$ cat src/rtl/der_tlv_pkg.sv
// ----------------------------------------------------------------------------
// der_tlv_pkg
// Shared types and constants for the DER TLV stream decoder.
// ----------------------------------------------------------------------------
package der_tlv_pkg;

  // default number of long-form length octets accepted
  localparam int LENGTH_BYTES_MAX_DEF = 4;

  // depth of the queue between parser and output stage
  localparam int Q_DEPTH = 2;

  // tag octet limits and length octet codes
  localparam logic [7:0] TAG_MIN        = 8'd1;
  localparam logic [7:0] TAG_MAX        = 8'd30;
  localparam logic [7:0] COUNT_RESERVED = 8'hFF;
  localparam logic [7:0] COUNT_MASK     = 8'h7F;
  localparam int         LONG_FORM_BIT  = 7;

  // parser phase
  typedef enum logic [1:0] {
    PH_TAG    = 2'd0,
    PH_LEN    = 2'd1,
    PH_LENOCT = 2'd2,
    PH_BODY   = 2'd3
  } phase_t;

  // result kind
  typedef enum logic [1:0] {
    KIND_HEADER = 2'd0,
    KIND_BYTE   = 2'd1,
    KIND_ERROR  = 2'd2
  } kind_t;

  // error codes
  localparam logic [1:0] ERR_BAD_TAG   = 2'd0;
  localparam logic [1:0] ERR_RESERVED  = 2'd1;
  localparam logic [1:0] ERR_TOO_LONG  = 2'd2;

  // compact result held in the queue; data is length, byte or error code
  typedef struct packed {
    kind_t       kind;
    logic [4:0]  tag;
    logic [31:0] data;
    logic        last;
  } entry_t;

  localparam int Q_CNT_W = $clog2(Q_DEPTH + 1);

  // queue status seen by the parser and the output stage
  typedef struct packed {
    logic               full;
    logic               empty;
    logic [Q_CNT_W-1:0] count;
  } q_stat_t;

endpackage

$ cat src/rtl/der_tlv_if.sv
// ----------------------------------------------------------------------------
// der_tlv_if
// Octet input channel and result channel with valid/ready handshake.
// ----------------------------------------------------------------------------
interface der_tlv_in_if;
  logic       valid;
  logic       ready;
  logic [7:0] data_byte;

  modport source (output valid, output data_byte, input ready);
  modport sink   (input valid, input data_byte, output ready);
endinterface

interface der_tlv_out_if;
  logic        valid;
  logic        ready;
  logic [1:0]  result_kind;
  logic [4:0]  element_tag;
  logic [31:0] element_length;
  logic [7:0]  content_byte;
  logic        last_of_element;
  logic [1:0]  fault_code;

  modport source (output valid, output result_kind, output element_tag,
                  output element_length, output content_byte,
                  output last_of_element, output fault_code, input ready);
  modport sink   (input valid, input result_kind, input element_tag,
                  input element_length, input content_byte,
                  input last_of_element, input fault_code, output ready);
endinterface

$ cat src/rtl/der_tlv_stream_decoder.sv
// ----------------------------------------------------------------------------
// der_tlv_stream_decoder
// DER TLV stream parser, one octet per cycle while the queue has room, with
// header, content and error requests on the result channel.
// ----------------------------------------------------------------------------
// Usage:
//   in_ch carries one DER octet per request. Each octet yields zero or one
//   result on out_ch: an element header (tag and length), a content byte
//   (marked last on the element's final octet), or an error report. Good
//   tags, nonzero in-range long-form counts and non-final length octets
//   yield no result. Throughput is one octet per cycle while the queue has
//   room. The parser updates its state in the same cycle an octet is taken
//   and pushes its result into a two-entry queue, from which the output
//   register loads it whenever that register is empty or being taken.
//   When the receiver stalls, the queue fills and in_ch.ready drops once it
//   holds two results; octets that yield no result still need a free slot.
//   Synchronous reset (rst_n low) returns the parser to the tag phase,
//   empties the queue and clears out_ch.valid.
// ----------------------------------------------------------------------------
module der_tlv_stream_decoder #(
  parameter int LENGTH_BYTES_MAX = der_tlv_pkg::LENGTH_BYTES_MAX_DEF
) (
  input  logic          clk,
  input  logic          rst_n,
  der_tlv_in_if.sink    in_ch,
  der_tlv_out_if.source out_ch
);

  der_tlv_pkg::entry_t  push_entry;
  der_tlv_pkg::entry_t  head;
  der_tlv_pkg::q_stat_t q_stat;
  logic                 push;
  logic                 pop;

  // parser
  der_tlv_front #(
    .LENGTH_BYTES_MAX(LENGTH_BYTES_MAX)
  ) u_front (
    .clk        (clk),
    .rst_n      (rst_n),
    .in_ch      (in_ch),
    .q_stat     (q_stat),
    .push       (push),
    .push_entry (push_entry)
  );

  // decoupling queue
  der_tlv_queue u_queue (
    .clk        (clk),
    .rst_n      (rst_n),
    .push       (push),
    .push_entry (push_entry),
    .pop        (pop),
    .head       (head),
    .stat       (q_stat)
  );

  // output stage
  der_tlv_back u_back (
    .clk    (clk),
    .rst_n  (rst_n),
    .head   (head),
    .q_stat (q_stat),
    .pop    (pop),
    .out_ch (out_ch)
  );

  // no push into a full queue
  a_push_not_full: assert property (@(posedge clk) disable iff (!rst_n)
    push |-> !q_stat.full)
    else $error("push into full queue");

  // no pop from an empty queue
  a_pop_not_empty: assert property (@(posedge clk) disable iff (!rst_n)
    pop |-> !q_stat.empty)
    else $error("pop from empty queue");

  // fill count stays within depth
  a_count_bound: assert property (@(posedge clk) disable iff (!rst_n)
    q_stat.count <= der_tlv_pkg::Q_CNT_W'(der_tlv_pkg::Q_DEPTH))
    else $error("queue count overflow");

  // a header marked last carries a zero length
  a_hdr_last_zero: assert property (@(posedge clk) disable iff (!rst_n)
    (out_ch.valid && out_ch.result_kind == 2'(der_tlv_pkg::KIND_HEADER)
      && out_ch.last_of_element) |-> out_ch.element_length == 32'd0)
    else $error("last header with nonzero length");

  // output valid is low right after reset
  a_reset_idle: assert property (@(posedge clk)
    !rst_n |=> !out_ch.valid)
    else $error("output valid after reset");

endmodule

$ cat src/rtl/der_tlv_front.sv
// ----------------------------------------------------------------------------
// der_tlv_front
// Octet parser: tracks the TLV phase and turns each octet into at most one
// compact result pushed into the queue.
// ----------------------------------------------------------------------------
module der_tlv_front #(
  parameter int LENGTH_BYTES_MAX = der_tlv_pkg::LENGTH_BYTES_MAX_DEF
) (
  input  logic                 clk,
  input  logic                 rst_n,
  der_tlv_in_if.sink           in_ch,
  input  der_tlv_pkg::q_stat_t q_stat,
  output logic                 push,
  output der_tlv_pkg::entry_t  push_entry
);

  localparam int OCT_W = $clog2(LENGTH_BYTES_MAX + 1);

  der_tlv_pkg::phase_t phase_r, phase_nxt;
  logic [4:0]          tag_r, tag_nxt;
  logic [31:0]         accum_r, accum_nxt;
  logic [OCT_W-1:0]    oct_left_r, oct_left_nxt;
  logic [31:0]         body_left_r, body_left_nxt;

  logic       accept;
  logic       has_result;
  logic [7:0] b;
  logic [6:0] count;
  logic [31:0] hdr_len;
  logic        hdr_go;

  assign in_ch.ready = !q_stat.full;
  assign accept      = in_ch.valid && in_ch.ready;
  assign b           = in_ch.data_byte;
  assign count       = b[6:0] & der_tlv_pkg::COUNT_MASK[6:0];
  assign push        = accept && has_result;

  // next state and result for the current octet
  always_comb begin
    phase_nxt     = phase_r;
    tag_nxt       = tag_r;
    accum_nxt     = accum_r;
    oct_left_nxt  = oct_left_r;
    body_left_nxt = body_left_r;
    has_result    = 1'b0;
    hdr_go        = 1'b0;
    hdr_len       = 32'd0;
    push_entry    = '{kind: der_tlv_pkg::KIND_ERROR, tag: 5'd0, data: 32'd0, last: 1'b0};

    case (phase_r)
      der_tlv_pkg::PH_TAG: begin
        if (b >= der_tlv_pkg::TAG_MIN && b <= der_tlv_pkg::TAG_MAX) begin
          tag_nxt   = b[4:0];
          phase_nxt = der_tlv_pkg::PH_LEN;
        end else begin
          has_result      = 1'b1;
          push_entry.data = 32'(der_tlv_pkg::ERR_BAD_TAG);
        end
      end
      der_tlv_pkg::PH_LEN: begin
        if (!b[der_tlv_pkg::LONG_FORM_BIT]) begin
          hdr_go  = 1'b1;
          hdr_len = 32'(b);
        end else if (b == der_tlv_pkg::COUNT_RESERVED) begin
          has_result      = 1'b1;
          push_entry.tag  = tag_r;
          push_entry.data = 32'(der_tlv_pkg::ERR_RESERVED);
        end else if (count > 7'(LENGTH_BYTES_MAX)) begin
          has_result      = 1'b1;
          push_entry.tag  = tag_r;
          push_entry.data = 32'(der_tlv_pkg::ERR_TOO_LONG);
        end else if (count == 7'd0) begin
          hdr_go  = 1'b1;
          hdr_len = 32'd0;
        end else begin
          accum_nxt    = 32'd0;
          oct_left_nxt = count[OCT_W-1:0];
          phase_nxt    = der_tlv_pkg::PH_LENOCT;
        end
      end
      der_tlv_pkg::PH_LENOCT: begin
        // big-endian accumulate; earliest octets fall off the top
        accum_nxt = {accum_r[23:0], b};
        if (oct_left_r != '0) begin
          oct_left_nxt = oct_left_r - OCT_W'(1);
        end
        if (oct_left_nxt == '0) begin
          hdr_go  = 1'b1;
          hdr_len = accum_nxt;
        end
      end
      der_tlv_pkg::PH_BODY: begin
        if (body_left_r != 32'd0) begin
          body_left_nxt = body_left_r - 32'd1;
        end
        has_result      = 1'b1;
        push_entry.kind = der_tlv_pkg::KIND_BYTE;
        push_entry.tag  = tag_r;
        push_entry.data = 32'(b);
        if (body_left_nxt == 32'd0) begin
          push_entry.last = 1'b1;
          phase_nxt       = der_tlv_pkg::PH_TAG;
        end
      end
      default: begin
        phase_nxt = der_tlv_pkg::PH_TAG;
      end
    endcase

    // element header once the length is known
    if (hdr_go) begin
      has_result      = 1'b1;
      push_entry.kind = der_tlv_pkg::KIND_HEADER;
      push_entry.tag  = tag_r;
      push_entry.data = hdr_len;
      if (hdr_len == 32'd0) begin
        push_entry.last = 1'b1;
        phase_nxt       = der_tlv_pkg::PH_TAG;
      end else begin
        body_left_nxt = hdr_len;
        phase_nxt     = der_tlv_pkg::PH_BODY;
      end
    end
  end

  // parse state, updated on every accepted octet
  always_ff @(posedge clk) begin
    if (!rst_n) begin
      phase_r     <= der_tlv_pkg::PH_TAG;
      tag_r       <= 5'd0;
      accum_r     <= 32'd0;
      oct_left_r  <= '0;
      body_left_r <= 32'd0;
    end else if (accept) begin
      phase_r     <= phase_nxt;
      tag_r       <= tag_nxt;
      accum_r     <= accum_nxt;
      oct_left_r  <= oct_left_nxt;
      body_left_r <= body_left_nxt;
    end
  end

endmodule

$ cat src/rtl/der_tlv_queue.sv
// ----------------------------------------------------------------------------
// der_tlv_queue
// Short register queue between the parser and the output stage.
// ----------------------------------------------------------------------------
module der_tlv_queue (
  input  logic                 clk,
  input  logic                 rst_n,
  input  logic                 push,
  input  der_tlv_pkg::entry_t  push_entry,
  input  logic                 pop,
  output der_tlv_pkg::entry_t  head,
  output der_tlv_pkg::q_stat_t stat
);

  localparam int AW = (der_tlv_pkg::Q_DEPTH > 1) ? $clog2(der_tlv_pkg::Q_DEPTH) : 1;
  localparam int CW = der_tlv_pkg::Q_CNT_W;

  der_tlv_pkg::entry_t mem_r [der_tlv_pkg::Q_DEPTH];
  logic [AW-1:0]       wr_ptr_r, rd_ptr_r;
  logic [CW-1:0]       count_r;

  assign head       = mem_r[rd_ptr_r];
  assign stat.full  = (count_r == CW'(der_tlv_pkg::Q_DEPTH));
  assign stat.empty = (count_r == '0);
  assign stat.count = count_r;

  // storage
  always_ff @(posedge clk) begin
    if (push) begin
      mem_r[wr_ptr_r] <= push_entry;
    end
  end

  // pointers and fill count
  always_ff @(posedge clk) begin
    if (!rst_n) begin
      wr_ptr_r <= '0;
      rd_ptr_r <= '0;
      count_r  <= '0;
    end else begin
      if (push) begin
        wr_ptr_r <= (wr_ptr_r == AW'(der_tlv_pkg::Q_DEPTH - 1)) ? '0 : wr_ptr_r + AW'(1);
      end
      if (pop) begin
        rd_ptr_r <= (rd_ptr_r == AW'(der_tlv_pkg::Q_DEPTH - 1)) ? '0 : rd_ptr_r + AW'(1);
      end
      if (push && !pop) begin
        count_r <= count_r + CW'(1);
      end else if (pop && !push) begin
        count_r <= count_r - CW'(1);
      end
    end
  end

endmodule

$ cat src/rtl/der_tlv_back.sv
// ----------------------------------------------------------------------------
// der_tlv_back
// Output stage: takes compact results from the queue and presents them as
// full result fields in an output register.
// ----------------------------------------------------------------------------
module der_tlv_back (
  input  logic                 clk,
  input  logic                 rst_n,
  input  der_tlv_pkg::entry_t  head,
  input  der_tlv_pkg::q_stat_t q_stat,
  output logic                 pop,
  der_tlv_out_if.source        out_ch
);

  logic        valid_r;
  logic [1:0]  kind_r;
  logic [4:0]  tag_r;
  logic [31:0] len_r;
  logic [7:0]  byte_r;
  logic        last_r;
  logic [1:0]  err_r;

  logic [1:0]  kind_nxt;
  logic [31:0] len_nxt;
  logic [7:0]  byte_nxt;
  logic [1:0]  err_nxt;

  assign pop = !q_stat.empty && (!valid_r || out_ch.ready);

  // expand the packed data word by kind
  always_comb begin
    kind_nxt = 2'(head.kind);
    len_nxt  = 32'd0;
    byte_nxt = 8'd0;
    err_nxt  = 2'd0;
    case (head.kind)
      der_tlv_pkg::KIND_HEADER: len_nxt  = head.data;
      der_tlv_pkg::KIND_BYTE:   byte_nxt = head.data[7:0];
      der_tlv_pkg::KIND_ERROR:  err_nxt  = head.data[1:0];
      default:                  kind_nxt = 2'(der_tlv_pkg::KIND_ERROR);
    endcase
  end

  // output valid
  always_ff @(posedge clk) begin
    if (!rst_n) begin
      valid_r <= 1'b0;
    end else if (pop) begin
      valid_r <= 1'b1;
    end else if (out_ch.ready) begin
      valid_r <= 1'b0;
    end
  end

  // output payload
  always_ff @(posedge clk) begin
    if (pop) begin
      kind_r <= kind_nxt;
      tag_r  <= head.tag;
      len_r  <= len_nxt;
      byte_r <= byte_nxt;
      last_r <= head.last;
      err_r  <= err_nxt;
    end
  end

  assign out_ch.valid           = valid_r;
  assign out_ch.result_kind     = kind_r;
  assign out_ch.element_tag     = tag_r;
  assign out_ch.element_length  = len_r;
  assign out_ch.content_byte    = byte_r;
  assign out_ch.last_of_element = last_r;
  assign out_ch.fault_code      = err_r;

endmodule

$ cat src/flat_wrapper.sv
// flat-port wrapper written by rule: the top's interface ports become plain ports
module der_tlv_stream_decoder_flat 
#(
  parameter int LENGTH_BYTES_MAX = der_tlv_pkg::LENGTH_BYTES_MAX_DEF
)
  (clk, rst_n, in_ch_valid, in_ch_data_byte, in_ch_ready, out_ch_valid, out_ch_result_kind, out_ch_element_tag, out_ch_element_length, out_ch_content_byte, out_ch_last_of_element, out_ch_fault_code, out_ch_ready);
  der_tlv_in_if in_ch_i ();
  der_tlv_out_if out_ch_i ();
  input  logic clk;
  input  logic rst_n;
  input wire logic [$bits(in_ch_i.valid)-1:0] in_ch_valid;
  input wire logic [$bits(in_ch_i.data_byte)-1:0] in_ch_data_byte;
  output wire logic [$bits(in_ch_i.ready)-1:0] in_ch_ready;
  output wire logic [$bits(out_ch_i.valid)-1:0] out_ch_valid;
  output wire logic [$bits(out_ch_i.result_kind)-1:0] out_ch_result_kind;
  output wire logic [$bits(out_ch_i.element_tag)-1:0] out_ch_element_tag;
  output wire logic [$bits(out_ch_i.element_length)-1:0] out_ch_element_length;
  output wire logic [$bits(out_ch_i.content_byte)-1:0] out_ch_content_byte;
  output wire logic [$bits(out_ch_i.last_of_element)-1:0] out_ch_last_of_element;
  output wire logic [$bits(out_ch_i.fault_code)-1:0] out_ch_fault_code;
  input wire logic [$bits(out_ch_i.ready)-1:0] out_ch_ready;
  assign in_ch_i.valid = in_ch_valid;
  assign in_ch_i.data_byte = in_ch_data_byte;
  assign in_ch_ready = in_ch_i.ready;
  assign out_ch_valid = out_ch_i.valid;
  assign out_ch_result_kind = out_ch_i.result_kind;
  assign out_ch_element_tag = out_ch_i.element_tag;
  assign out_ch_element_length = out_ch_i.element_length;
  assign out_ch_content_byte = out_ch_i.content_byte;
  assign out_ch_last_of_element = out_ch_i.last_of_element;
  assign out_ch_fault_code = out_ch_i.fault_code;
  assign out_ch_i.ready = out_ch_ready;
  der_tlv_stream_decoder #(.LENGTH_BYTES_MAX(LENGTH_BYTES_MAX)) u_core (.clk(clk), .rst_n(rst_n), .in_ch(in_ch_i), .out_ch(out_ch_i));
endmodule
$ cat config.mk
export PLATFORM = sky130hd
export DESIGN_NAME = der_tlv_stream_decoder_flat
export DESIGN_NICKNAME = d
export VERILOG_FILES = /design/src/rtl/der_tlv_pkg.sv /design/src/rtl/der_tlv_if.sv /design/src/rtl/der_tlv_stream_decoder.sv /design/src/rtl/der_tlv_front.sv /design/src/rtl/der_tlv_queue.sv /design/src/rtl/der_tlv_back.sv /design/src/flat_wrapper.sv
export SDC_FILE = /design/constraint.sdc
export NUM_CORES = 1
export LEC_CHECK = 0
export BUFFER_PORTS_ARGS = -buffer_cell sky130_fd_sc_hd__buf_2
export CAP_MARGIN = 40
export CORE_MARGIN = 2
export CORE_UTILIZATION = 59
export CTS_BUF_LIST = sky130_fd_sc_hd__clkbuf_4 sky130_fd_sc_hd__clkbuf_8
export DETAILED_ROUTE_END_ITERATION = 8
export PLACE_DENSITY_LB_ADDON = 0.08
export REMOVE_ABC_BUFFERS = 1
export SETUP_SLACK_MARGIN = 0.05
export SLEW_MARGIN = 10
export SYNTH_ARGS = -nofsm -noshare
export SYNTH_HDL_FRONTEND = slang
export SYNTH_SLANG_ARGS = --single-unit
$ cat constraint.sdc
create_clock -name clk -period 7.8 [get_ports clk]
set_input_delay 0.39 -clock clk [delete_from_list [all_inputs] [get_ports clk]]
set_output_delay 0.39 -clock clk [all_outputs]
set_load 0.01 [all_outputs]
# Word-level counts from Yosys, hierarchy flattened
# Memory sizes are Yosys's and may differ from the RTL's. A register that Yosys moved wholly into a read port is not among the register bits.
# Cells that the tools add are included.
# totals
regBits	121
ramBits	80
inputBits	12
output_inout_bits	52
elab_cells	132
mem_count	1
# memory_table
name	words	word_bits	read_ports	rd_ports_with_merged_regs	write_ports	line	source
u_core.u_queue.mem_r	2	40	1	1	1	der_tlv_queue.sv:18	der_tlv_pkg::entry_t mem_r [der_tlv_pkg::Q_DEPTH];
# op_classes
addsub	6
magnitude_cmp	3
n_eq_ne	17
mux	61
reduce_logical	29
# op_table
operator	n
$mux 32	6
$pmux 32 s2	2
$mux 37	3
$mux 24	4
$logic_not 32->1	2
$pmux 24 s2	1
$mux 40	1
$reduce_bool 32->1	1
$sub 32x1->32 const B	1
$mux 2	11
$mux 1	21
$mux 3	6
$ne 3x3->1 const B	6
$pmux 5 s2	1
$eq 2x2->1 const B	4
$eq 8x8->1 const B	1
$ge 8x1->1 const B	1
$le 8x5->1 const B	1
$ne 2x2->1 const B	4
$reduce_and 8->1	1
$gt 7x3->1 const B	1
$logic_not 7->1	1
$mux 7	1
$logic_and 1x1->1	6
other kinds (19)	29

# Logic depth before layout (Yosys ltp)
# Gate-level depths: netlist (run 1).
# logic_depth
ltp_word	12
ltp_mapped	15
depth_no_buf	15

# By module
# A second synthesis (run 1) with hierarchy kept.
# unflattened
cells_unflattened	878
area_unflattened_um2	9467.8
# modules_own_cells
mod	instances	cells_per_inst	area_each_um2	seq_area_each_um2
der_tlv_front	1	629	4445.5	1321.3
der_tlv_queue	1	146	3091.7	2502.4
der_tlv_back	1	103	1930.6	1521.5

# Worst setup path before layout (run 1)
# OpenSTA, ideal clock, no wires.
# synth_timing
kind	register to register
start	register u_core.u_front.oct_left_r[0]
end	memory u_core.u_queue.mem_r[0][0] (netlist bit), enable pin
setup_time_ns	0.442
t_arrival_ns	4.456
required_time_ns	7.358
slack_ns	2.902
stages_incl_launch_ff	12
path_buffers	0
synth_period_minus_slack_ns	4.898
cell_sequence	dfxtp_1 -> inv_1 -> ha_1 -> ha_1 -> or3b_2 -> a21oi_1 -> a21o_1 -> o21ai_1 -> nand2_1 -> nor2_1 -> a221oi_1 -> nor2b_1
# synth_via
elab_chain_cells	10
word_cells_on_any_way	11
cone_classes	add/sub: 1; mux: 7; reduce/logical: 3
# synth_rtl
item	line	source
start, declared	der_tlv_front.sv:22	logic [OCT_W-1:0] oct_left_r, oct_left_nxt;
start signal, assigned	der_tlv_front.sv:138	oct_left_r <= oct_left_nxt;
$sub 3x1->3 or $reduce_bool 3->1 (tied branches)	der_tlv_front.sv:85, der_tlv_front.sv:84	
$mux 3 (*)	der_tlv_front.sv:84	if (oct_left_r != '0) begin
$mux 3 (*)	der_tlv_front.sv:50	case (phase_r)
$logic_not 3->1 (*)	der_tlv_front.sv:87	if (oct_left_nxt == '0) begin
$mux 1 (*)	der_tlv_front.sv:87	
$pmux 1 s2 (*)	der_tlv_front.sv:50	
$mux 1 (*)	der_tlv_front.sv:111	if (hdr_go) begin
$logic_and 1x1->1 (*)	der_tlv_front.sv:36	assign push = accept && has_result;
via u_core.push	der_tlv_stream_decoder.sv:32	logic push;
$mux 1 (*)	der_tlv_queue.sv:29	if (push) begin
$mux 1 (not written as such) (*)	der_tlv_queue.sv:30	mem_r[wr_ptr_r] <= push_entry;
end, declared	der_tlv_queue.sv:18	
# The timed path passes the listed nets; every way through them passes the cells marked *. The select of a mux whose other input is x is not followed.

# Final worst setup path (run 1)
# layout_timing
start	register u_core.u_front.oct_left_r[0]
end	memory u_core.u_queue.mem_r[0][30] (netlist bit), enable pin
# Same word-level chain as after synthesis.

==> results.txt, run 1 <==
----------------------------------------------------
[Run status]
  Run status ... finished clean

[Timing]
  Slew Limit Headroom ... 38.6%
  Final Hold Viols ... 0
  Highest Clock Rate ... 237 MHz
  Final setup fails ... 0
  Sum of negative setup slack ... 0 ns
  Worst-case setup margin in the final layout ... 3.59 ns
  Worst Skew ... around 0.03 ns
  RSZ-0062 raised after global routing ... false
  Count of final max-slew check failures ... 0
  Final worst path period need ... approximately 4.2 ns
  Actual slew at the worst max-slew pin ... ~0.9 ns
  Post-route clock period utilization ... a little over half

[Pwr]
  Power, Total ... between 3000 and 4000 µW
  Leakage component of the power ... ~0.0040 µW
  Power Density ... 301 nW/µm²
  Largest voltage drop on the vdd net ... about 0.28 mV

[Routing]
  Routed vias/inst ... between 6 and 7
  Routed vias ... between 6,000 and 7,000
  Residual DRC count ... 0
  Detailed Route WL ... 21,500 µm
  Average routed wire per standard cell ... approximately 19 µm
  Remaining antenna violation count after routing ... 0
  Count of routing violations after the opening detailed-route iteration ... roughly 570
  First-pass DRT Iterations ... 5

[Cells and area]
  Number of inserted diodes ... 0
  Final Net Count ... around 940
  Share of layout cells above drive strength 1 ... a little under a fifth
  End-of-flow core utilization ... between 60% and 70%
  Area overhead of the layout relative to synthesis ... 13.6%
  Number of fill cells ... between 1,000 and 1,500
  Leading cell type in the layout, fill and taps excluded ... sky130_fd_sc_hd__edfxtp_1
  Most frequent cells in the layout ... sky130_fd_sc_hd__edfxtp_1, sky130_fd_sc_hd__nor2_1, sky130_fd_sc_hd__dfxtp_1

[Synthesis]
  Xor and xnor area share after synthesis ... between 1.5 and 2%
  Sequential cell area fraction in the yosys report ... 58.2%
  Number of flops mapped to enable cells by yosys ... 130
  Multiplexer fraction of the synthesized cell area ... approximately 5.3%
  Area share of fa/ha/maj cells after synthesis ... approximately 1.2%
  Post-synth top flop ... sky130_fd_sc_hd__edfxtp_1
  Post-Syn Instances ... approximately 860
  Mean instance size in the synthesized netlist ... 10.7 µm²
  Register bit total from synthesis ... between 200 and 250
  Total number of yosys warnings ... 0
  Compound-cell area share of the yosys netlist ... approximately 11%
  Mapped cell area ... roughly 9200 µm²
  Count of cell types in the netlist ... 67
  Synth Area in Simple Gates ... between 10% and 20%
  Combinational family with the most area after synthesis ... simple AND/OR/NAND/NOR gates
  Post-synth ARST share ... 0%

[Clock tree]
  Maximum root-to-sink buffer count ... 3
  CTS Hold Bufs ... 0
  Buffer count from post-CTS setup fixing ... 0
  Clock tree root driver cell ... sky130_fd_sc_hd__clkbuf_8
  Cts bufs inserted ... 34
  TritonCTS clock tree ... done
  Clock sink total ... ~200
  Worst-path clk slew ... 0.06 ns
  Clock Latency Late Sink ... 0.51 ns
  Max H-tree Level ... 2
  Cts repair resizes ... 0

[Worst setup path]
  Biggest fanout along the worst timing path ... 31
  Setup Crit Path Kind ... reg2reg
  Crit start category ... register
  Data required time at the worst endpoint ... 7.98 ns
  Arrival time worst endpoint ... 4.39 ns
  Crit. End Element ... register

[Hold path]
  Class of the most critical hold timing path ... in2reg

[Floorplan]
  Initial core utilization ... between 60% and 70%
  Die extent in y ... ~130 µm
  Die Wd ... roughly 130 µm
  Floorplan core area ... between 15,000 and 20,000 µm²
  Number of top-level pins ... between 60 and 70
  Die Outline Area ... around 17,000 µm²
  Number of rows in the core area ... 45

[Global route]
  Global-route wire length before repair ... between 30,000 and 40,000 µm
  Antenna violations before repair ... 0
  Total Routing Usage GR ... approximately a quarter
  Via count of the first global-routing pass ... about 6,700
  Congestion Overflow GR ... 0
  Maximum number of pins on one net before global-route repair ... 53

[Flow run]
  Number of maximum-capacitance violations ... 0

[Placed design]
  Final weighted congestion of routability-driven global placement ... roughly 0.89
  Pre-CTS WS ... between 3 and 4 ns
  I/O Buffers ... between 60 and 70
  Sum of net half-perimeters after detailed placement ... ~14,000 µm

----------------------------------------------------
[path summary, 6_finish.rpt]
check	from	depth (start not counted)	endpoint	slack, ns
setup / recovery	u_core.u_front.oct_left_r[0]	12	u_core.u_queue.mem_r[0][30]	3.59
hold / removal	in_ch_data_byte[0]	3	u_core.u_front.accum_r[0]	0.25
setup reg to reg	u_core.u_front.oct_left_r[0]	12	u_core.u_queue.mem_r[0][30]	3.59
hold reg to reg	u_core.u_front.accum_r[18]	2	u_core.u_front.accum_r[18]	0.47
[layer usage]
layer  part of all wire (%)  GRT usage (%)
met3                    6.8           5.95
met4                    3.5           11.1
met1                     44           36.2
met2                     45           40.7
met5                      0              0
[cells by family after synthesis]
logic type	after synthesis
fa+ha+maj	9
mux	48
flops	202
xor+xnor	19
compound gates	162
simple gates	340
buf+inv	79
[where the power goes]
part,switching (µW),leakage [µW],internal [µW]
combinational,434,0.00172,262
clock,404,0.000400,604
sequential,53.6,0.00183,1380
[critical path, stage by stage (launching register included)]
cell and delay (ns):
sky130_fd_sc_hd__dfxtp_1 0.33, sky130_fd_sc_hd__inv_1 0.10, sky130_fd_sc_hd__ha_1 0.18, sky130_fd_sc_hd__ha_1 0.22
sky130_fd_sc_hd__or3b_2 0.48, sky130_fd_sc_hd__a21oi_2 0.28, sky130_fd_sc_hd__a21o_1 0.24, sky130_fd_sc_hd__o21ai_1 0.26
sky130_fd_sc_hd__nand2_1 0.21, sky130_fd_sc_hd__nor2_1 0.13, sky130_fd_sc_hd__a221oi_1 0.60, sky130_fd_sc_hd__nor2b_4 0.56
sky130_fd_sc_hd__buf_12 0.26
[cell type report]
class | instances | area [µm²] | share of cell area (%)
well taps | 188 | 235 | 2.26
clock inverters | 7 | 82.6 | 0.792
flip-flops and latches | 202 | 5350 | 51.3
inverters | 25 | 93.8 | 0.900
repair buffers | 77 | 457 | 4.38
multi-input cells | 578 | 3550 | 34.0
clock buffers | 55 | 663 | 6.36
[flip-flops by register name, summed over array words and instances (netlist names), 2 cells and up, named ones only]
| name | flops |
|---|---|
| u_core.u_back.out_ch.element_tag | 5 |
| u_core.u_front.oct_left_r | 3 |
| u_core.u_front.tag_r | 5 |
| u_core.u_queue.mem_r | 80 |
| u_core.u_back.out_ch.element_length | 32 |
| u_core.u_back.out_ch.result_kind | 2 |
| u_core.u_front.body_left_r | 32 |
| u_core.u_front.accum_r | 24 |
| u_core.u_back.out_ch.fault_code | 2 |
| u_core.u_queue.count_r | 2 |
| u_core.u_back.out_ch.content_byte | 8 |
| u_core.u_front.phase_r | 2 |
[Yosys cell counts, types with 9 or more instances]
master | n | share of area (%)
sky130_fd_sc_hd__a21oi_1 | 58 | 3.2
sky130_fd_sc_hd__dfxtp_1 | 72 | 16
sky130_fd_sc_hd__mux2i_1 | 42 | 4.6
sky130_fd_sc_hd__and3_1 | 30 | 2.0
sky130_fd_sc_hd__edfxtp_1 | 130 | 43
sky130_fd_sc_hd__o21ai_0 | 34 | 1.9
sky130_fd_sc_hd__nand3_1 | 36 | 2.0
sky130_fd_sc_hd__inv_1 | 23 | 0.94
sky130_fd_sc_hd__nor4_1 | 14 | 0.95
sky130_fd_sc_hd__nand2_1 | 55 | 2.2
sky130_fd_sc_hd__and2_1 | 13 | 0.89
sky130_fd_sc_hd__nor2_1 | 111 | 4.5
sky130_fd_sc_hd__ha_1 | 9 | 1.2
sky130_fd_sc_hd__a31oi_1 | 15 | 1.0
sky130_fd_sc_hd__clkbuf_1 | 47 | 1.9
sky130_fd_sc_hd__xnor2_1 | 11 | 1.0
sky130_fd_sc_hd__nor2b_1 | 11 | 0.75
sky130_fd_sc_hd__nor3_1 | 28 | 1.5
[per-stage QoR]
step                hold WS (ns)  std cells  cell area, µm²
floorplan                  0.440        805            8960
global placement           0.449       1066            9610
detailed placement         0.462       1070            9680
CTS                        0.229       1132           10400
global route               0.258       1132           10400
finish                     0.248       1132           10400
Power figures use the tool's default switching activity.
==> run 2: changes to the inputs <==
CORE_UTILIZATION = 57   (was 59)
clock period = 3.55 ns   (was 7.8 ns; I/O delays follow)
==> run 2 against run 1 <==
Compared with the run above: clock power rose by 96%; sequential power rose by 120%; clock skew fell by 0.017 ns; worst hold slack worse by 0.22 ns; core utilization shrank 0.28 points; flip-flop and latch count unchanged; count of clock-buffer cells in the layout down 3; largest power group unchanged; highest routed layer unchanged.
==> results.txt, run 2 (synthesis results as in run 1) <==
----------------------------------------------------
[Cells and area]
  Number of fill cells ... 1,178 (+0.94%)
  Leading cell type in the layout, fill and taps excluded ... sky130_fd_sc_hd__edfxtp_1
  Combined area of the multi-input logic cells ... 3580 µm² (+0.88%)
  Largest register FFs ... 80 (unchanged)
  Register area ... 5350 µm² (unchanged)
  Most frequent cells in the layout ... sky130_fd_sc_hd__edfxtp_1, sky130_fd_sc_hd__nor2_1, sky130_fd_sc_hd__dfxtp_1
  Area overhead of the layout relative to synthesis ... 17.8%
  Share of layout cells above drive strength 1 ... 21.7% (+3.5 points)
  Post-route standard cell area excluding fillers ... 10,800 µm² (+3.7%)
  Number of cells in the finished layout apart from fillers ... 1,205 (+6.4%)
  Number of inserted diodes ... 0 (unchanged)
  Top reg by flops ... u_core.u_queue.mem_r
  Final Net Count ... 986 (+5.0%)

[Pwr]
  Power Density ... 629 nW/µm² (+110%)
  Leakage component of the power ... 0.00416 µW (+5.2%)
  Power, Total ... 6810 µW (+120%)
  Largest voltage drop on the vdd net ... 0.721 mV (+160%)

[Worst setup path]
  Arrival time worst endpoint ... 3.92 ns (-0.47 ns)
  Data required time at the worst endpoint ... 4.02 ns (-3.96 ns)
  Crit start category ... register
  Setup Crit Path Kind ... reg2reg
  Biggest fanout along the worst timing path ... 5 (-84%)
  Crit. End Element ... register

[Placed design]
  Number of placed cells counting well taps ... 1,138 (+6.4%)
  Final weighted congestion of routability-driven global placement ... 0.979 (+9.5%)
  I/O Buffers ... 63 (unchanged)
  Placed Instance Area ... 10,000 µm² (+3.6%)
  Sum of net half-perimeters after detailed placement ... 16,000 µm (+13%)

[Floorplan]
  Number of rows in the core area ... 46 (+2.2%)
  Number of top-level pins ... 64 (unchanged)
  Floorplan core area ... 15,800 µm² (+4.1%)
  Initial core utilization ... 58.0% (-2.4 points)
  Die Wd ... 131 µm (+1.7%)
  Die extent in y ... 131 µm (+1.7%)
  Die Outline Area ... 17,100 µm² (+3.4%)

[Hold path]
  Class of the most critical hold timing path ... in2reg

[Clock tree]
  Clock sink total ... 202 (unchanged)
  Clock Latency Late Sink ... 0.54 ns (+0.03 ns)
  TritonCTS clock tree ... done
  Cts bufs inserted ... 31 (-8.8%)
  Max H-tree Level ... 1 (-1)
  Maximum root-to-sink buffer count ... 3 (unchanged)
  Worst-path clk slew ... 0.06 ns (about the same)
  Clock tree root driver cell ... sky130_fd_sc_hd__clkbuf_8

[Run status]
  Run status ... finished clean

[Timing]
  Count of final max-slew check failures ... 0 (unchanged)
  Final Hold Viols ... 0 (unchanged)
  Slew Limit Headroom ... 41.5% (+2.9 points)
  Final worst path period need ... 3.45 ns (-0.765 ns)
  RSZ-0062 raised after global routing ... true
  Worst Skew ... 0.0128 ns (-0.0174 ns)
  Highest Clock Rate ... 290 MHz (+22%)
  Final setup fails ... 0 (unchanged)
  Post-route clock period utilization ... 97.1% (+43 points)
  Actual slew at the worst max-slew pin ... 0.877 ns (-0.0432 ns)

[Routing]
  Detailed Route WL ... 23,200 µm (+8.1%)
  First-pass DRT Iterations ... 5 (unchanged)
  Count of routing violations after the opening detailed-route iteration ... 657 (+15%)
  Routed vias/inst ... 5.97 (-2.3%)
  Residual DRC count ... 0 (unchanged)
  Routed vias ... 7,194 (+4.0%)
  Average routed wire per standard cell ... 19.3 µm (+1.5%)
  Remaining antenna violation count after routing ... 0 (unchanged)

[Global route]
  Total Routing Usage GR ... 27.3% (+0.97 points)
  Global-route wire length before repair ... 36,000 µm (+5.5%)
  Congestion Overflow GR ... 0 (unchanged)
  Via count of the first global-routing pass ... 6,681 (-0.045%)
  Antenna violations before repair ... 0 (unchanged)
  Maximum number of pins on one net before global-route repair ... 52 (-1.9%)

[Flow run]
  Number of maximum-capacitance violations ... 0 (unchanged)

----------------------------------------------------
==> run 2: cell count changes in the layout (fill, tap and decap cells not counted), sizes merged <==
cell,change
clkbuf,-3
clkinv,-1
clkinvlp,+1
buf,+42
dlygate4sd3,+8
bufinv,-2
==> run 2: critical path: stages, from the launching register on <==
cell and delay [ns]:
sky130_fd_sc_hd__dfxtp_1 0.32, sky130_fd_sc_hd__inv_2 0.08, sky130_fd_sc_hd__ha_4 0.13, sky130_fd_sc_hd__or3b_4 0.41, sky130_fd_sc_hd__or4_4 0.51, sky130_fd_sc_hd__or4_4 0.44, sky130_fd_sc_hd__a211oi_2 0.19, sky130_fd_sc_hd__a31o_1 0.12
sky130_fd_sc_hd__o2111ai_1 0.13, sky130_fd_sc_hd__or4_4 0.49, sky130_fd_sc_hd__a221oi_4 0.34, sky130_fd_sc_hd__mux2i_1 0.22
==> run 2: worst paths after layout <==
| check | startpoint | end | slack [ns] | depth (start not counted) |
|---|---|---|---|---|
| worst min-delay path | out_ch_ready | u_core.u_back.out_ch.valid | 0.03 | 4 |
| worst min register to register | u_core.u_front.accum_r[22] | u_core.u_front.accum_r[22] | 0.47 | 2 |
| worst max register to register | u_core.u_front.body_left_r[0] | u_core.u_front.phase_r[1] | 0.10 | 11 |
| worst max-delay path | u_core.u_front.body_left_r[0] | u_core.u_front.phase_r[1] | 0.10 | 11 |
==> run 2: routing by layer <==
layer	routed length, µm	up-vias	track usage, %
met5	0	-	0
met4	515	0	7.70
met3	1680	43	4.19
met2	10900	316	44.3
met1	10100	3471	38.5
li1	-	3364	-
==> run 2: cell type report <==
class	count	area share, %
Clock inverter	5	0.231
Inverter	25	0.868
Timing Repair Buffer	127	8.03
Sequential cell	202	49.4
Multi-Input combinational cell	578	33.1
Clock buffer	52	5.81
Tap cell	216	2.50
==> run 2: report_power, final <==
part	internal (µW)	switching [µW]	leakage (µW)
registers	3030	140	0.00183
logic	665	990	0.00198
clock network	1110	876	0.000349
==> run 2: repair_timing <==
item	in CTS	in global routing
endpoints found under the setup margin	2	6
hold buffers	8	0
buffers inserted	0	2
gates cloned	0	0
endpoints found under the hold margin	8	0
resized for setup	1	9
pin swaps	0	1
==> run 2: through the flow <==
step | setup TNS (ns) | utilization, % | worst slack (ns) | hold slack, ns
floorplan | -118.15 | - | -1.80 | 0.295
global placement | 0 | 63.1 | 0.0772 | 0.452
detailed placement | 0 | 63.4 | 0.0599 | 0.463
CTS | 0 | 68.0 | 0.0561 | 0.00870
global route | -0.0818 | 68.3 | -0.0444 | 0.107
finish | 0 | 68.3 | 0.102 | 0.0290
==> run 3: changes to the inputs <==
CORE_ASPECT_RATIO = 0.9   (was unset)
==> run 3 against run 2 <==
Compared with the run above: critical endpoint is now u_core.u_front.phase_r[0]; clock skew increased by 0.0079 ns; first-iteration DRC count increased by 17%; flip-flop and latch count unchanged; critical path depth unchanged; non-clock buffer count decreased by 8.
==> results.txt, run 3 (synthesis results as in run 1) <==
----------------------------------------------------
[Worst setup path]
  CP max-delay cell ... sky130_fd_sc_hd__or4_4
  Critical-path cell list ... inv_2 > ha_4 > or3b_4 > or4_4 > or4_4 > a211oi_2 > a31o_1 > o2111ai_2 > or4_4 > a221oi_4 > mux2i_1
  Biggest fanout along the worst timing path ... 6 (+1)
  Crit. End Element ... register
  Arrival time worst endpoint ... 3.88 ns (-0.04 ns)
  Cell count of the worst reg-to-reg path ... 11 (unchanged)
  Data required time at the worst endpoint ... 4.00 ns (-0.02 ns)
  Biggest cell delay along the critical path ... 0.51 ns (about the same)
  Endpoint of the lowest-slack register-to-register path ... u_core.u_front.phase_r[0]
  Setup Crit Path Kind ... reg2reg
  Crit start category ... register
  Reg2Reg Setup Slack ... 0.12 ns (+0.02 ns)
  Most used cell, CP ... sky130_fd_sc_hd__or4_4
  Worst reg2reg startpoint ... u_core.u_front.body_left_r[0]

[Placed design]
  Placed Instance Area ... 9960 µm² (-0.62%)
  Sum of net half-perimeters after detailed placement ... 15,900 µm (-0.69%)
  Pre-CTS WS ... 0.0209 ns (-0.0390 ns)
  I/O Buffers ... 63 (unchanged)
  Final weighted congestion of routability-driven global placement ... 0.951 (-2.8%)

[Clock tree]
  Cts bufs inserted ... 34 (+9.7%)
  Clock sink total ... 202 (unchanged)
  Maximum root-to-sink buffer count ... 3 (unchanged)
  TritonCTS clock tree ... done
  Max H-tree Level ... 2 (+1)
  Clock Latency Late Sink ... 0.53 ns (about the same)
  Worst-path clk slew ... 0.06 ns (about the same)
  Clock tree root driver cell ... sky130_fd_sc_hd__clkbuf_8

[Timing]
  Final worst path period need ... 3.43 ns (-0.0208 ns)
  Worst-case setup margin in the final layout ... 0.123 ns (+0.0208 ns)
  Worst Skew ... 0.0207 ns (+0.00790 ns)
  RSZ-0062 raised after global routing ... true
  Final Hold Viols ... 0 (unchanged)
  Slew Limit Headroom ... 36.2% (-5.3 points)
  Final setup fails ... 0 (unchanged)
  Highest Clock Rate ... 292 MHz (+0.61%)
  Count of final max-slew check failures ... 0 (unchanged)
  Post-route clock period utilization ... 96.5% (-0.59 points)
  Actual slew at the worst max-slew pin ... 0.957 ns (+0.0794 ns)

[Floorplan]
  Die extent in y ... 124 µm (-5.0%)
  Floorplan core area ... 15,600 µm² (-1.4%)
  Number of top-level pins ... 64 (unchanged)
  Number of rows in the core area ... 43 (-6.5%)
  Die Outline Area ... 17,100 µm² (about the same)
  Initial core utilization ... 58.8% (+0.84 points)
  Die Wd ... 138 µm (+5.2%)

[Cells and area]
  Share of layout cells above drive strength 1 ... 22.4% (+0.67 points)
  Final Net Count ... 981 (-0.51%)
  Most frequent cells in the layout ... sky130_fd_sc_hd__edfxtp_1, sky130_fd_sc_hd__nor2_1, sky130_fd_sc_hd__dfxtp_1
  Number of inserted diodes ... 0 (unchanged)
  Leading cell type in the layout, fill and taps excluded ... sky130_fd_sc_hd__edfxtp_1
  Area overhead of the layout relative to synthesis ... 17.7%
  End-of-flow core utilization ... 69.2% (+0.91 points)
  Number of fill cells ... 1,156 (-1.9%)
  Post-route standard cell area excluding fillers ... 10,800 µm² (-0.10%)
  Top reg by flops ... u_core.u_queue.mem_r
  Largest register FFs ... 80 (unchanged)

[Global route]
  Maximum number of pins on one net before global-route repair ... 52 (unchanged)
  Antenna violations before repair ... 0 (unchanged)
  Total Routing Usage GR ... 28.2% (+0.87 points)
  Via count of the first global-routing pass ... 7,037 (+5.3%)
  Global-route wire length before repair ... 37,400 µm (+3.9%)
  Congestion Overflow GR ... 0 (unchanged)

[Pwr]
  Power Density ... 641 nW/µm² (+1.9%)
  Leakage component of the power ... 0.00416 µW (about the same)
  Largest voltage drop on the vdd net ... 0.604 mV (-16%)

[Routing]
  Count of routing violations after the opening detailed-route iteration ... 767 (+17%)
  Average routed wire per standard cell ... 20.2 µm (+4.6%)
  Detailed Route WL ... 24,000 µm (+3.2%)
  First-pass DRT Iterations ... 5 (unchanged)
  Remaining antenna violation count after routing ... 0 (unchanged)
  Routed vias ... 7,240 (+0.64%)
  Residual DRC count ... 0 (unchanged)
  Routed vias/inst ... 6.09 (+2.1%)

[Hold path]
  End of the worst hold path ... u_core.u_front.accum_r[1]
  Hold path start ... in_ch_data_byte[1]
  Hold path depth ... 3 (-1)
  Class of the most critical hold timing path ... in2reg

[Flow run]
  Number of maximum-capacitance violations ... 0 (unchanged)

[Run status]
  Run status ... finished clean

----------------------------------------------------
run 3: cell count changes in the layout (fill, tap and decap cells not counted), sizes merged:
| cell | delta |
|---|---|
| buf | -3 |
| clkinvlp | -1 |
| clkinv | +4 |
| dlygate4sd3 | -5 |
| inv | +2 |
run 3: worst max-delay path by stage:
| stage | endpoint | from | slack [ns] | depth (start not counted) |
|---|---|---|---|---|
| 2_1_floorplan | u_core.u_queue.mem_r[0][0] | u_core.u_front.phase_r[0] | -1.80 | 10 |
| 3_3_place_gp | u_core.u_front.phase_r[0] | u_core.u_front.body_left_r[0] | 0.06 | 9 |
| 3_5_place_dp | u_core.u_front.phase_r[0] | u_core.u_front.body_left_r[1] | 0.02 | 9 |
| 4_1_cts | u_core.u_queue.count_r[1] | u_core.u_front.oct_left_r[0] | 0.05 | 14 |
| 5_1_grt | u_core.u_front.phase_r[0] | u_core.u_front.body_left_r[0] | 0.03 | 11 |
| 6_report | u_core.u_front.phase_r[0] | u_core.u_front.body_left_r[0] | 0.12 | 11 |
run 3: worst max-delay path, delay by kind of cell, from the launching register on:
kind | cells | cell delay (ns)
adders and majority gates | 1 | 0.13
DFF | 1 | 0.32
buffers and inverters | 1 | 0.07
and+or+nand+nor | 4 | 1.84
AOI/OAI and AO/OA | 4 | 0.79
muxes | 1 | 0.20
run 3: cell type report:
cell class	instances	area, µm²	share of cell area [%]
Clock buffer	52	641	5.93
Clock inverter	10	65.1	0.602
Inverter	25	93.8	0.869
Multi-Input combinational cell	578	3610	33.4
Sequential cell	202	5350	49.5
Tap cell	202	253	2.34
Timing Repair Buffer	119	788	7.30
run 3: power breakdown:
group	total [µW]	internal (µW)	switching, µW
clock	2110	1170	939
sequential	3170	3030	142
combinational	1650	650	1000
run 3: routing by layer:
metal	track usage, %	wire, µm	share of wire [%]	vias to the layer above
li1	-	-	-	3356
met1	40.7	10500	44	3482
met2	42.8	10800	45	341
met3	5.90	2060	8.6	61
met4	8.70	551	2.3	0
met5	0	0	0	-
run 3: what timing repair did:
| action | CTS | global route |
|---|---|---|
| hold buffers | 3 | 0 |
| endpoints found under the hold margin | 3 | 0 |
| gates cloned | 0 | 0 |
| endpoints found under the setup margin | 2 | 101 |
| setup buffers | 0 | 4 |
| pin swaps | 0 | 3 |
| gates resized for setup | 1 | 16 |
run 3: per-stage QoR:
stage | power (µW) | instances | hold slack [ns] | TNS, ns
after floorplan | 4200 | 805 | 0.295 | -118.15
after CTS | 6940 | 1184 | 0.00274 | 0
final | 6930 | 1188 | 0.0279 | 0
after global routing | 7280 | 1188 | 0.0123 | 0
after global placement | 4780 | 1118 | 0.449 | 0
after detailed placement | 4840 | 1119 | 0.467 | 0
